$ cat src/rtl/sulc_pkg.sv
// Package for the sorted unique key list: action and status codes, cell command.
// No dependencies.
`timescale 1ns / 1ps

package sulc_pkg;

  localparam int unsigned KeyW = 32;

  typedef enum logic [1:0] {
    ActAdd    = 2'd0,
    ActRemove = 2'd1,
    ActPop    = 2'd2,
    ActClear  = 2'd3
  } action_e;

  typedef enum logic [2:0] {
    StOk       = 3'd0,
    StDup      = 3'd1,
    StNotFound = 3'd2,
    StEmpty    = 3'd3,
    StFull     = 3'd4
  } status_e;

  // Broadcast to every cell in the transaction cycle
  typedef struct packed {
    logic            ins;      // insert key, cells at or above its place shift up
    logic            del;      // close a gap, cells at or above the match shift down
    logic            del_all;  // pop: every cell shifts down
    logic [KeyW-1:0] key;
  } cell_cmd_t;

endpackage

$ cat src/rtl/sulc_cell.sv
// One storage cell of the sorted key chain: holds a key, compares it with the
// broadcast key and shifts to or from its neighbors. Depends on sulc_pkg.
`timescale 1ns / 1ps

module sulc_cell import sulc_pkg::*; (
  input  logic            clk_i,
  input  cell_cmd_t       cmd_i,
  input  logic            occupied_i,
  input  logic [KeyW-1:0] left_key_i,
  input  logic            left_lt_i,
  input  logic [KeyW-1:0] right_key_i,
  output logic [KeyW-1:0] key_o,
  output logic            lt_o,
  output logic            eq_o
);

  logic [KeyW-1:0] key_q, key_d;
  logic            we;

  // Compare against broadcast key, only meaningful while occupied
  assign lt_o = occupied_i && (key_q < cmd_i.key);
  assign eq_o = occupied_i && (key_q == cmd_i.key);

  // Next key: insert at the boundary, shift up above it, or shift down
  always_comb begin
    we    = 1'b0;
    key_d = key_q;
    if (cmd_i.ins && !lt_o) begin
      we    = 1'b1;
      key_d = left_lt_i ? cmd_i.key : left_key_i;
    end else if (cmd_i.del && (cmd_i.del_all || !lt_o)) begin
      we    = 1'b1;
      key_d = right_key_i;
    end
  end

  always_ff @(posedge clk_i) begin
    if (we) begin
      key_q <= key_d;
    end
  end

  assign key_o = key_q;

endmodule

$ cat src/rtl/sorted_unique_key_list_core.sv
// Sorted list of up to DEPTH distinct 32-bit keys, ascending.
// Usage:
//   Input channel (in_valid_i/in_ready_o) carries action_i and key_value_i:
//   add, remove, pop smallest or clear. Every input transaction gives exactly
//   one output transaction (popped_key_o, status_o, entries_held_o).
//   The result appears in the cycle after the input transaction, from the
//   output register. Throughput: one transaction per cycle while the receiver
//   takes results; each item is done by the row of cells, which all compare
//   against the key in parallel and shift to their neighbors on the same edge.
//   in_ready_o is high while the output register is empty or being drained, so
//   a stalled receiver holds the result and stops the input after one item.
//   Reset empties the list (count goes to zero) and drops any pending result;
//   in_ready_o is already high during reset, so the sender keeps in_valid_i low
//   until reset is released, and the block takes input from the first edge after.
//   Full add drops the largest key with status "full"; a pop on an empty list
//   returns zero with status "empty". Depends on sulc_pkg and sulc_cell.
`timescale 1ns / 1ps

module sorted_unique_key_list_core import sulc_pkg::*; #(
  parameter int unsigned DEPTH = 8
) (
  input  logic            clk_i,
  input  logic            rst_ni,
  input  logic            in_valid_i,
  output logic            in_ready_o,
  input  logic [1:0]      action_i,
  input  logic [KeyW-1:0] key_value_i,
  output logic            out_valid_o,
  input  logic            out_ready_i,
  output logic [KeyW-1:0] popped_key_o,
  output logic [2:0]      status_o,
  output logic [3:0]      entries_held_o
);

  localparam int unsigned CntW = $clog2(DEPTH + 1);

  logic [CntW-1:0] occ_q, occ_d;
  logic            out_valid_q;
  logic [KeyW-1:0] popped_q, popped_d;
  status_e         status_q, status_d;
  logic [3:0]      entries_q;
  logic [CntW+3:0] occ_ext;

  logic            in_fire;
  cell_cmd_t       cmd;
  logic            ins, del, del_all;

  logic [KeyW-1:0] cell_key [DEPTH];
  logic [DEPTH-1:0] lt_vec, eq_vec, occupied;
  logic            any_eq, all_lt, full;

  assign in_ready_o = !out_valid_q || out_ready_i;
  assign in_fire    = in_valid_i && in_ready_o;

  // Chain of cells
  assign cmd.ins     = ins && in_fire;
  assign cmd.del     = del && in_fire;
  assign cmd.del_all = del_all;
  assign cmd.key     = key_value_i;

  for (genvar g = 0; g < DEPTH; g++) begin : g_cell
    logic [KeyW-1:0] left_key, right_key;
    logic            left_lt;

    assign occupied[g] = (occ_q > CntW'(g));

    if (g == 0) begin : g_first
      assign left_key = key_value_i;
      assign left_lt  = 1'b1;
    end else begin : g_mid
      assign left_key = cell_key[g-1];
      assign left_lt  = lt_vec[g-1];
    end

    if (g == DEPTH - 1) begin : g_last
      assign right_key = cell_key[g];
    end else begin : g_inner
      assign right_key = cell_key[g+1];
    end

    sulc_cell u_cell (
      .clk_i      (clk_i),
      .cmd_i      (cmd),
      .occupied_i (occupied[g]),
      .left_key_i (left_key),
      .left_lt_i  (left_lt),
      .right_key_i(right_key),
      .key_o      (cell_key[g]),
      .lt_o       (lt_vec[g]),
      .eq_o       (eq_vec[g])
    );
  end

  assign any_eq = |eq_vec;
  assign all_lt = &lt_vec;
  assign full   = (occ_q == CntW'(DEPTH));

  // Decode action into cell command, status and new count
  always_comb begin
    ins      = 1'b0;
    del      = 1'b0;
    del_all  = 1'b0;
    occ_d    = occ_q;
    status_d = StOk;
    popped_d = '0;
    unique case (action_e'(action_i))
      ActAdd: begin
        if (any_eq) begin
          status_d = StDup;
        end else if (full) begin
          status_d = StFull;
          ins      = !all_lt;
        end else begin
          ins   = 1'b1;
          occ_d = occ_q + CntW'(1);
        end
      end
      ActRemove: begin
        if (any_eq) begin
          del   = 1'b1;
          occ_d = occ_q - CntW'(1);
        end else begin
          status_d = StNotFound;
        end
      end
      ActPop: begin
        if (occ_q == '0) begin
          status_d = StEmpty;
        end else begin
          del      = 1'b1;
          del_all  = 1'b1;
          popped_d = cell_key[0];
          occ_d    = occ_q - CntW'(1);
        end
      end
      ActClear: begin
        occ_d = '0;
      end
      default: begin
        occ_d = occ_q;
      end
    endcase
  end

  assign occ_ext = {4'b0000, occ_d};

  // Count and output valid
  always_ff @(posedge clk_i or negedge rst_ni) begin
    if (!rst_ni) begin
      occ_q       <= '0;
      out_valid_q <= 1'b0;
    end else begin
      if (in_fire) begin
        occ_q <= occ_d;
      end
      if (in_fire) begin
        out_valid_q <= 1'b1;
      end else if (out_ready_i) begin
        out_valid_q <= 1'b0;
      end
    end
  end

  // Result payload
  always_ff @(posedge clk_i) begin
    if (in_fire) begin
      popped_q  <= popped_d;
      status_q  <= status_d;
      entries_q <= occ_ext[3:0];
    end
  end

  assign out_valid_o    = out_valid_q;
  assign popped_key_o   = popped_q;
  assign status_o       = status_q;
  assign entries_held_o = entries_q;

endmodule

$ cat config.mk
export PLATFORM = sky130hd
export DESIGN_NAME = sorted_unique_key_list_core
export DESIGN_NICKNAME = d
export VERILOG_FILES = /design/src/rtl/sulc_pkg.sv /design/src/rtl/sulc_cell.sv /design/src/rtl/sorted_unique_key_list_core.sv
export SDC_FILE = /design/constraint.sdc
export NUM_CORES = 1
export LEC_CHECK = 0
export BUFFER_PORTS_ARGS = -buffer_cell sky130_fd_sc_hd__buf_2
export CORE_MARGIN = 5
export CORE_UTILIZATION = 35
export CTS_CLUSTER_SIZE = 40
export DETAILED_ROUTE_END_ITERATION = 8
export SETUP_SLACK_MARGIN = 0.02
export SLEW_MARGIN = 20
export SYNTH_ARGS = -nofsm -noshare
export SYNTH_HDL_FRONTEND = slang
export SYNTH_SLANG_ARGS = --single-unit
export TNS_END_PERCENT = 50
$ cat constraint.sdc
create_clock -name clk_i -period 9.4 [get_ports clk_i]
set_input_delay 1.88 -clock clk_i [delete_from_list [all_inputs] [get_ports clk_i]]
set_output_delay 1.88 -clock clk_i [all_outputs]
set_load 0.05 [all_outputs]
Yosys cells after proc, flatten, opt, wreduce, memory -nomap -nowiden
Index checks and enable logic that the tools add are counted.
Widths: inputs -> output; s select.
Storage, ports and cells
  input port bits: 38
  bits in read-only memories: 0
  word-level logic and storage cells: 175
  RAM bits: 0
  latch bits: 0
  memories kept: 0
  output and inout bits: 41
  bits in registers: 300
Operators by class
  multiplexer cells: 56
  add/sub/neg operators: 2
  order comparisons: 16
  divide/modulo/power cells: 0
  $mul: 0
  reductions and logical operators: 75
  shifts and indexed selects: 0
  eq/ne operators: 12
  bitwise operators: 1
Operators by type and width (count)
  $mux 32: 21
  $eq 32x32->1: 8
  $lt 32x32->1: 8
  $logic_and 1x1->1: 35
  $mux 1: 24
  $gt 4x3->1 const B: 4
  $mux 4: 4
  $pmux 4 s4: 1
  $reduce_and 2->1: 8
  $reduce_bool 2->1: 8
  $logic_not 1->1: 10
  $logic_or 1x1->1: 9
  $pmux 3 s3: 1
  $gt 4x1->1 const B: 2
  $gt 4x2->1 const B: 2
  $reduce_and 8->1: 1
  $reduce_or 8->1: 1
  $mux 3: 2
  $add 4x1->4 const B: 1
  $eq 2x2->1 const B: 2
  $eq 4x4->1 const B: 1
  $logic_not 4->1: 1
  $mux 2: 2
  $sub 4x1->4 const B: 1
  other kinds (5): 5

Logic depth before layout (Yosys ltp)
  word-level depth: 11
  depth in mapped cells: 13
  mapped depth without buffers: 10

Modules after synthesis
From an unflattened synthesis, not the netlist that was laid out.
Second synthesis, totals
  cells, all modules: 1990
  area, all modules: 24011.8 sq um
Modules (own cells, without submodules)
  sulc_cell: seq. area each 960.9 sq um, cells each 224, instances 8, area an instance 2710.1 sq um
  sorted_unique_key_list_core: seq. area each 1296.2 sq um, cells each 198, instances 1, area an instance 2331.0 sq um

Worst setup path before layout
Ideal clock, no wire load.
  path kind: input -> register
  start point: input key_value_i[29]
  end point: register g_cell[0].u_cell.key_q[0], enable pin
  cell stages on the path: 10
  required time: 8.930 ns
  setup time: 0.470 ns
  buffers on the path: 1
  slack: 2.675 ns
  arrival: 6.255 ns
  path through: inv_1 -> ha_1 -> nand4_1 -> or2_2 -> nor4_1 -> and3_1 -> nor4_4 -> clkbuf_1 -> o21a_1 -> o31ai_1
Between the ends
  word-level cells in the longest chain between the ends: 11
  elaborated cells on any way between the ends: 50
  classes of those cells: order compare (8); eq/ne (8); mux (7); reduce/logical (27)
Ends and longest elaborated chain
  from (decl): line sorted_unique_key_list_core.sv:27  | input logic [KeyW-1:0] key_value_i,
  $lt 32x32->1: line sulc_cell.sv:21  | assign lt_o = occupied_i && (key_q < cmd_i.key);
  $logic_and 1x1->1: line sulc_cell.sv:21
  $reduce_and 8->1: line sorted_unique_key_list_core.sv:95  | assign all_lt = &lt_vec;
  $logic_not 1->1: line sorted_unique_key_list_core.sv:112  | ins = !all_lt;
  $mux 1: line sorted_unique_key_list_core.sv:110  | end else if (full) begin
  $mux 1: line sorted_unique_key_list_core.sv:108  | if (any_eq) begin
  $mux 1: line sorted_unique_key_list_core.sv:106  | unique case (action_e'(action_i))
  $logic_and 1x1->1: line sorted_unique_key_list_core.sv:56  | assign cmd.ins = ins && in_fire;
  $logic_and 1x1->1: line sulc_cell.sv:28  | if (cmd_i.ins && !lt_o) begin
  $reduce_bool 2->1 (no source line) or $mux 1 (tied branches)
  $reduce_and 2->1 (no source line) *
  to (signal assigned): line sulc_cell.sv:39  | key_q <= key_d;
  to (decl): line sulc_cell.sv:17  | logic [KeyW-1:0] key_q, key_d;
Every way passes the cells marked *; elsewhere a longest branch is shown, timed or not.
A chain may end at the register's enable or synchronous reset.

Final worst setup path
  start point: input key_value_i[14]
  end point: register g_cell[5].u_cell.key_q[27], enable pin
Between the ends
  word-level cells in the longest chain between the ends: 11
  elaborated cells on any way between the ends: 50
  classes of those cells: order compare (8); eq/ne (8); mux (7); reduce/logical (27)
Ends and longest elaborated chain (line)
  $lt 32x32->1: sulc_cell.sv:21
  $logic_and 1x1->1: sulc_cell.sv:21
  $reduce_and 8->1: sorted_unique_key_list_core.sv:95
  $logic_not 1->1: sorted_unique_key_list_core.sv:112
  $mux 1: sorted_unique_key_list_core.sv:110
  $mux 1: sorted_unique_key_list_core.sv:108
  $mux 1: sorted_unique_key_list_core.sv:106
  $logic_and 1x1->1: sorted_unique_key_list_core.sv:56
  $logic_and 1x1->1: sulc_cell.sv:28
  $reduce_bool 2->1 (no source line) or $mux 1 (tied branches)
  $reduce_and 2->1 (no source line) *
  to (signal assigned): sulc_cell.sv:39
  to (decl): sulc_cell.sv:17
Marks and branches as above.

==> flow_summary.ini <==
[outcome]
outcome = finished, final reports clean

[logic_synthesis]
synth-simple-area-share = 0.104
syn_inst = 1803
ys.flop_type = edfxtp_1
synth_edf_count = 295
yosysSeqAreaShare = 0.432
syn_area_per_cell_sq_um = 11.5
synthesis.area_sq_um = 20800
synthMuxAreaShare = 0.169
synth-seq-cells = 300
synth-adder-area-share = 0.160
synth_top_family_by_area = multiplexers
synth_xor_area_frac = 0.000421
yosys_warnings = 0
async_reset_ff_frac = 0.0167
synth_compound_area_frac = 0.107
synth_cell_types = 58
synth_nets = 2106

[power_and_ir_drop]
p_total_uw = 4950
peakVddDrop_mv = 0.126
power.density_nw_per_um2 = 211
leakage_uw = 0.00972

[floorplanning]
start_util = 0.353
coreArea_sq_um = 58900
die_x_microns = 254
io-pin-count = 79
die_area_sq_um = 64400
rows = 89
die_h_microns = 254

[sta]
setup_viol = 0
fin_skew_ns = 0.0196
fin_setup_tns_ns = 0
rsz0062_at_grt = false
maxSlewViolCount = 0
hold_viol_final = 0
fin_crit_ns = 5.93
relSlewSlack = 0.269
max_freq_mhz = 169
final.period_utilization = 0.631
worstMarginPinSlew_ns = 1.08

[final_layout]
final_area_sq_um = 23500
syn_to_final_growth_pct = 12.9
final_nets = 2173
drive_gt1_frac = 0.201
mostFrequentLayoutCells = edfxtp_1 (295), ha_1 (265), nand2_1 (195), o21ai_0 (129), mux2_2 (104)
final_cells = 2669
finish.utilization = 0.398
final_common_cell = edfxtp_1

[worst_setup_path]
crit_type = input pin to flip-flop
end_kind = flip-flop
cp-endpoint = g_cell[5].u_cell.key_o[27]
r2r_start = occ_q[0]
startpoint_type = input pin
rr_worst_depth = 11
rr_endpoint = g_cell[5].u_cell.key_o[27]
startpoint = key_value_i[14]
cp.required_ns = 9.61
arrival_ns = 6.14
critPathMaxFanout = 22
reg2reg_slack_ns = 4.39

[global_route]
grt_pass1_vias = 15200
antenna_found_initial = 3
grt_max_degree = 65
overflow = 0
grt_first_pass_wirelength_microns = 98600
grt_usage = 0.201

[min_path]
min_path_type = flip-flop to flip-flop

[clock_network]
cts_buffers = 36
ctsHoldBuffers = 0
cts_max_path_buffers = 3
clock_sinks = 300
cts_tree = built
htree_levels = 2
cts_setup_buffers = 0
clock_latency_ns = 0.56
clk_pin_slew_ns = 0.06
cts_root_buffer = clkbuf_16
post_cts_resized = 0

[drt]
post-route-drc-count = 0
wl_per_cell_microns = 24.9
viasPerCell = 5.74
drt-pass1-iter-count = 7
totalWireLength_microns = 66300
vias = 15300
drt-initial-drc-count = 1354
ant_nets = 0

[placement]
port_buffers = 78
place_area_sq_um = 22200
post-dp-hpwl_microns = 46500
dpl.cell_count = 2605
gp_congestion = 0.915

[run]
max_cap_viol_count = 0
sequential cells by signal (all words and copies together) (netlist names):
register and flops:
popped_key_o 32, occ_q 4, g_cell.u_cell.key_o 256, out_valid_o 1
entries_held_o 4, status_o 3
area by class of cell:
class | instances | area (sq um)
fill | 5530 | 35400
multi-input combinational | 1376 | 11400
sequential | 300 | 8980
tap | 773 | 967
clock buffer | 42 | 965
timing repair buffer | 104 | 633
clock inverter | 21 | 318
inverter | 52 | 195
antenna | 1 | 2.50
cells in the mapped netlist, types with 29 or more instances:
cell type,number,area [sq um]
ha_1,265,3320
a21oi_1,92,460
o21ai_0,129,646
inv_1,51,191
nand2_1,195,732
mux2_1,29,327
nor2_1,70,263
edfxtp_1,295,8860
clkbuf_1,47,176
mux2_4,87,1310
nand4_1,63,394
a31oi_1,34,213
and2_1,34,213
a21o_1,61,458
mux2_2,104,1170
mux2i_1,71,711
per-stage QoR:
stage | setup slack (ns) | hold WS, ns
after global routing | 3.27 | 0.554
after floorplan | 2.68 | 0.522
final | 3.47 | 0.526
after CTS | 3.58 | 0.537
after detailed placement | 2.99 | 0.522
after global placement | 2.93 | 0.508
kinds of logic after synthesis:
family,count (synthesis)
and+or+nand+nor,449
AOI/OAI and AO/OA,370
DFF,300
muxes,291
adders and majority gates,265
buffers and inverters,127
xor gates and xnor gates,1
how the worst min path moves through the flow:
stage / cells after the start / start / slack [ns] / to
6_report: 2 / out_valid_o / 0.53 / out_valid_o
5_1_grt: 2 / out_valid_o / 0.55 / out_valid_o
4_1_cts: 2 / out_valid_o / 0.54 / out_valid_o
3_5_place_dp: 2 / out_valid_o / 0.52 / out_valid_o
3_3_place_gp: 2 / out_valid_o / 0.51 / out_valid_o
2_1_floorplan: 2 / g_cell[6].u_cell.key_o[0] / 0.52 / g_cell[5].u_cell.key_o[0]
metal layers:
metal,GRT usage,vias up,wire length [microns]
li1,-,6994,-
met1,0.277,7643,29600
met2,0.320,561,29800
met3,0.0364,128,4610
met4,0.0741,4,2340
met5,0,-,21
where the power goes:
part | switching, uW | internal [uW]
clock | 602 | 955
sequential | 129 | 1670
combinational | 994 | 604
total | 1730 | 3230
worst max-delay path, stage by stage:
cell and delay (ns):
buf_2 0.16, inv_1 0.35, ha_1 0.32, nand4_1 0.29, nor3_1 0.18, nand4_1 0.13
nand4_1 0.14, nor4_4 0.78, nand2_2 0.30, o221a_2 0.49, a21oi_4 0.54, buf_4 0.52
Power figures use the tool's default switching activity.
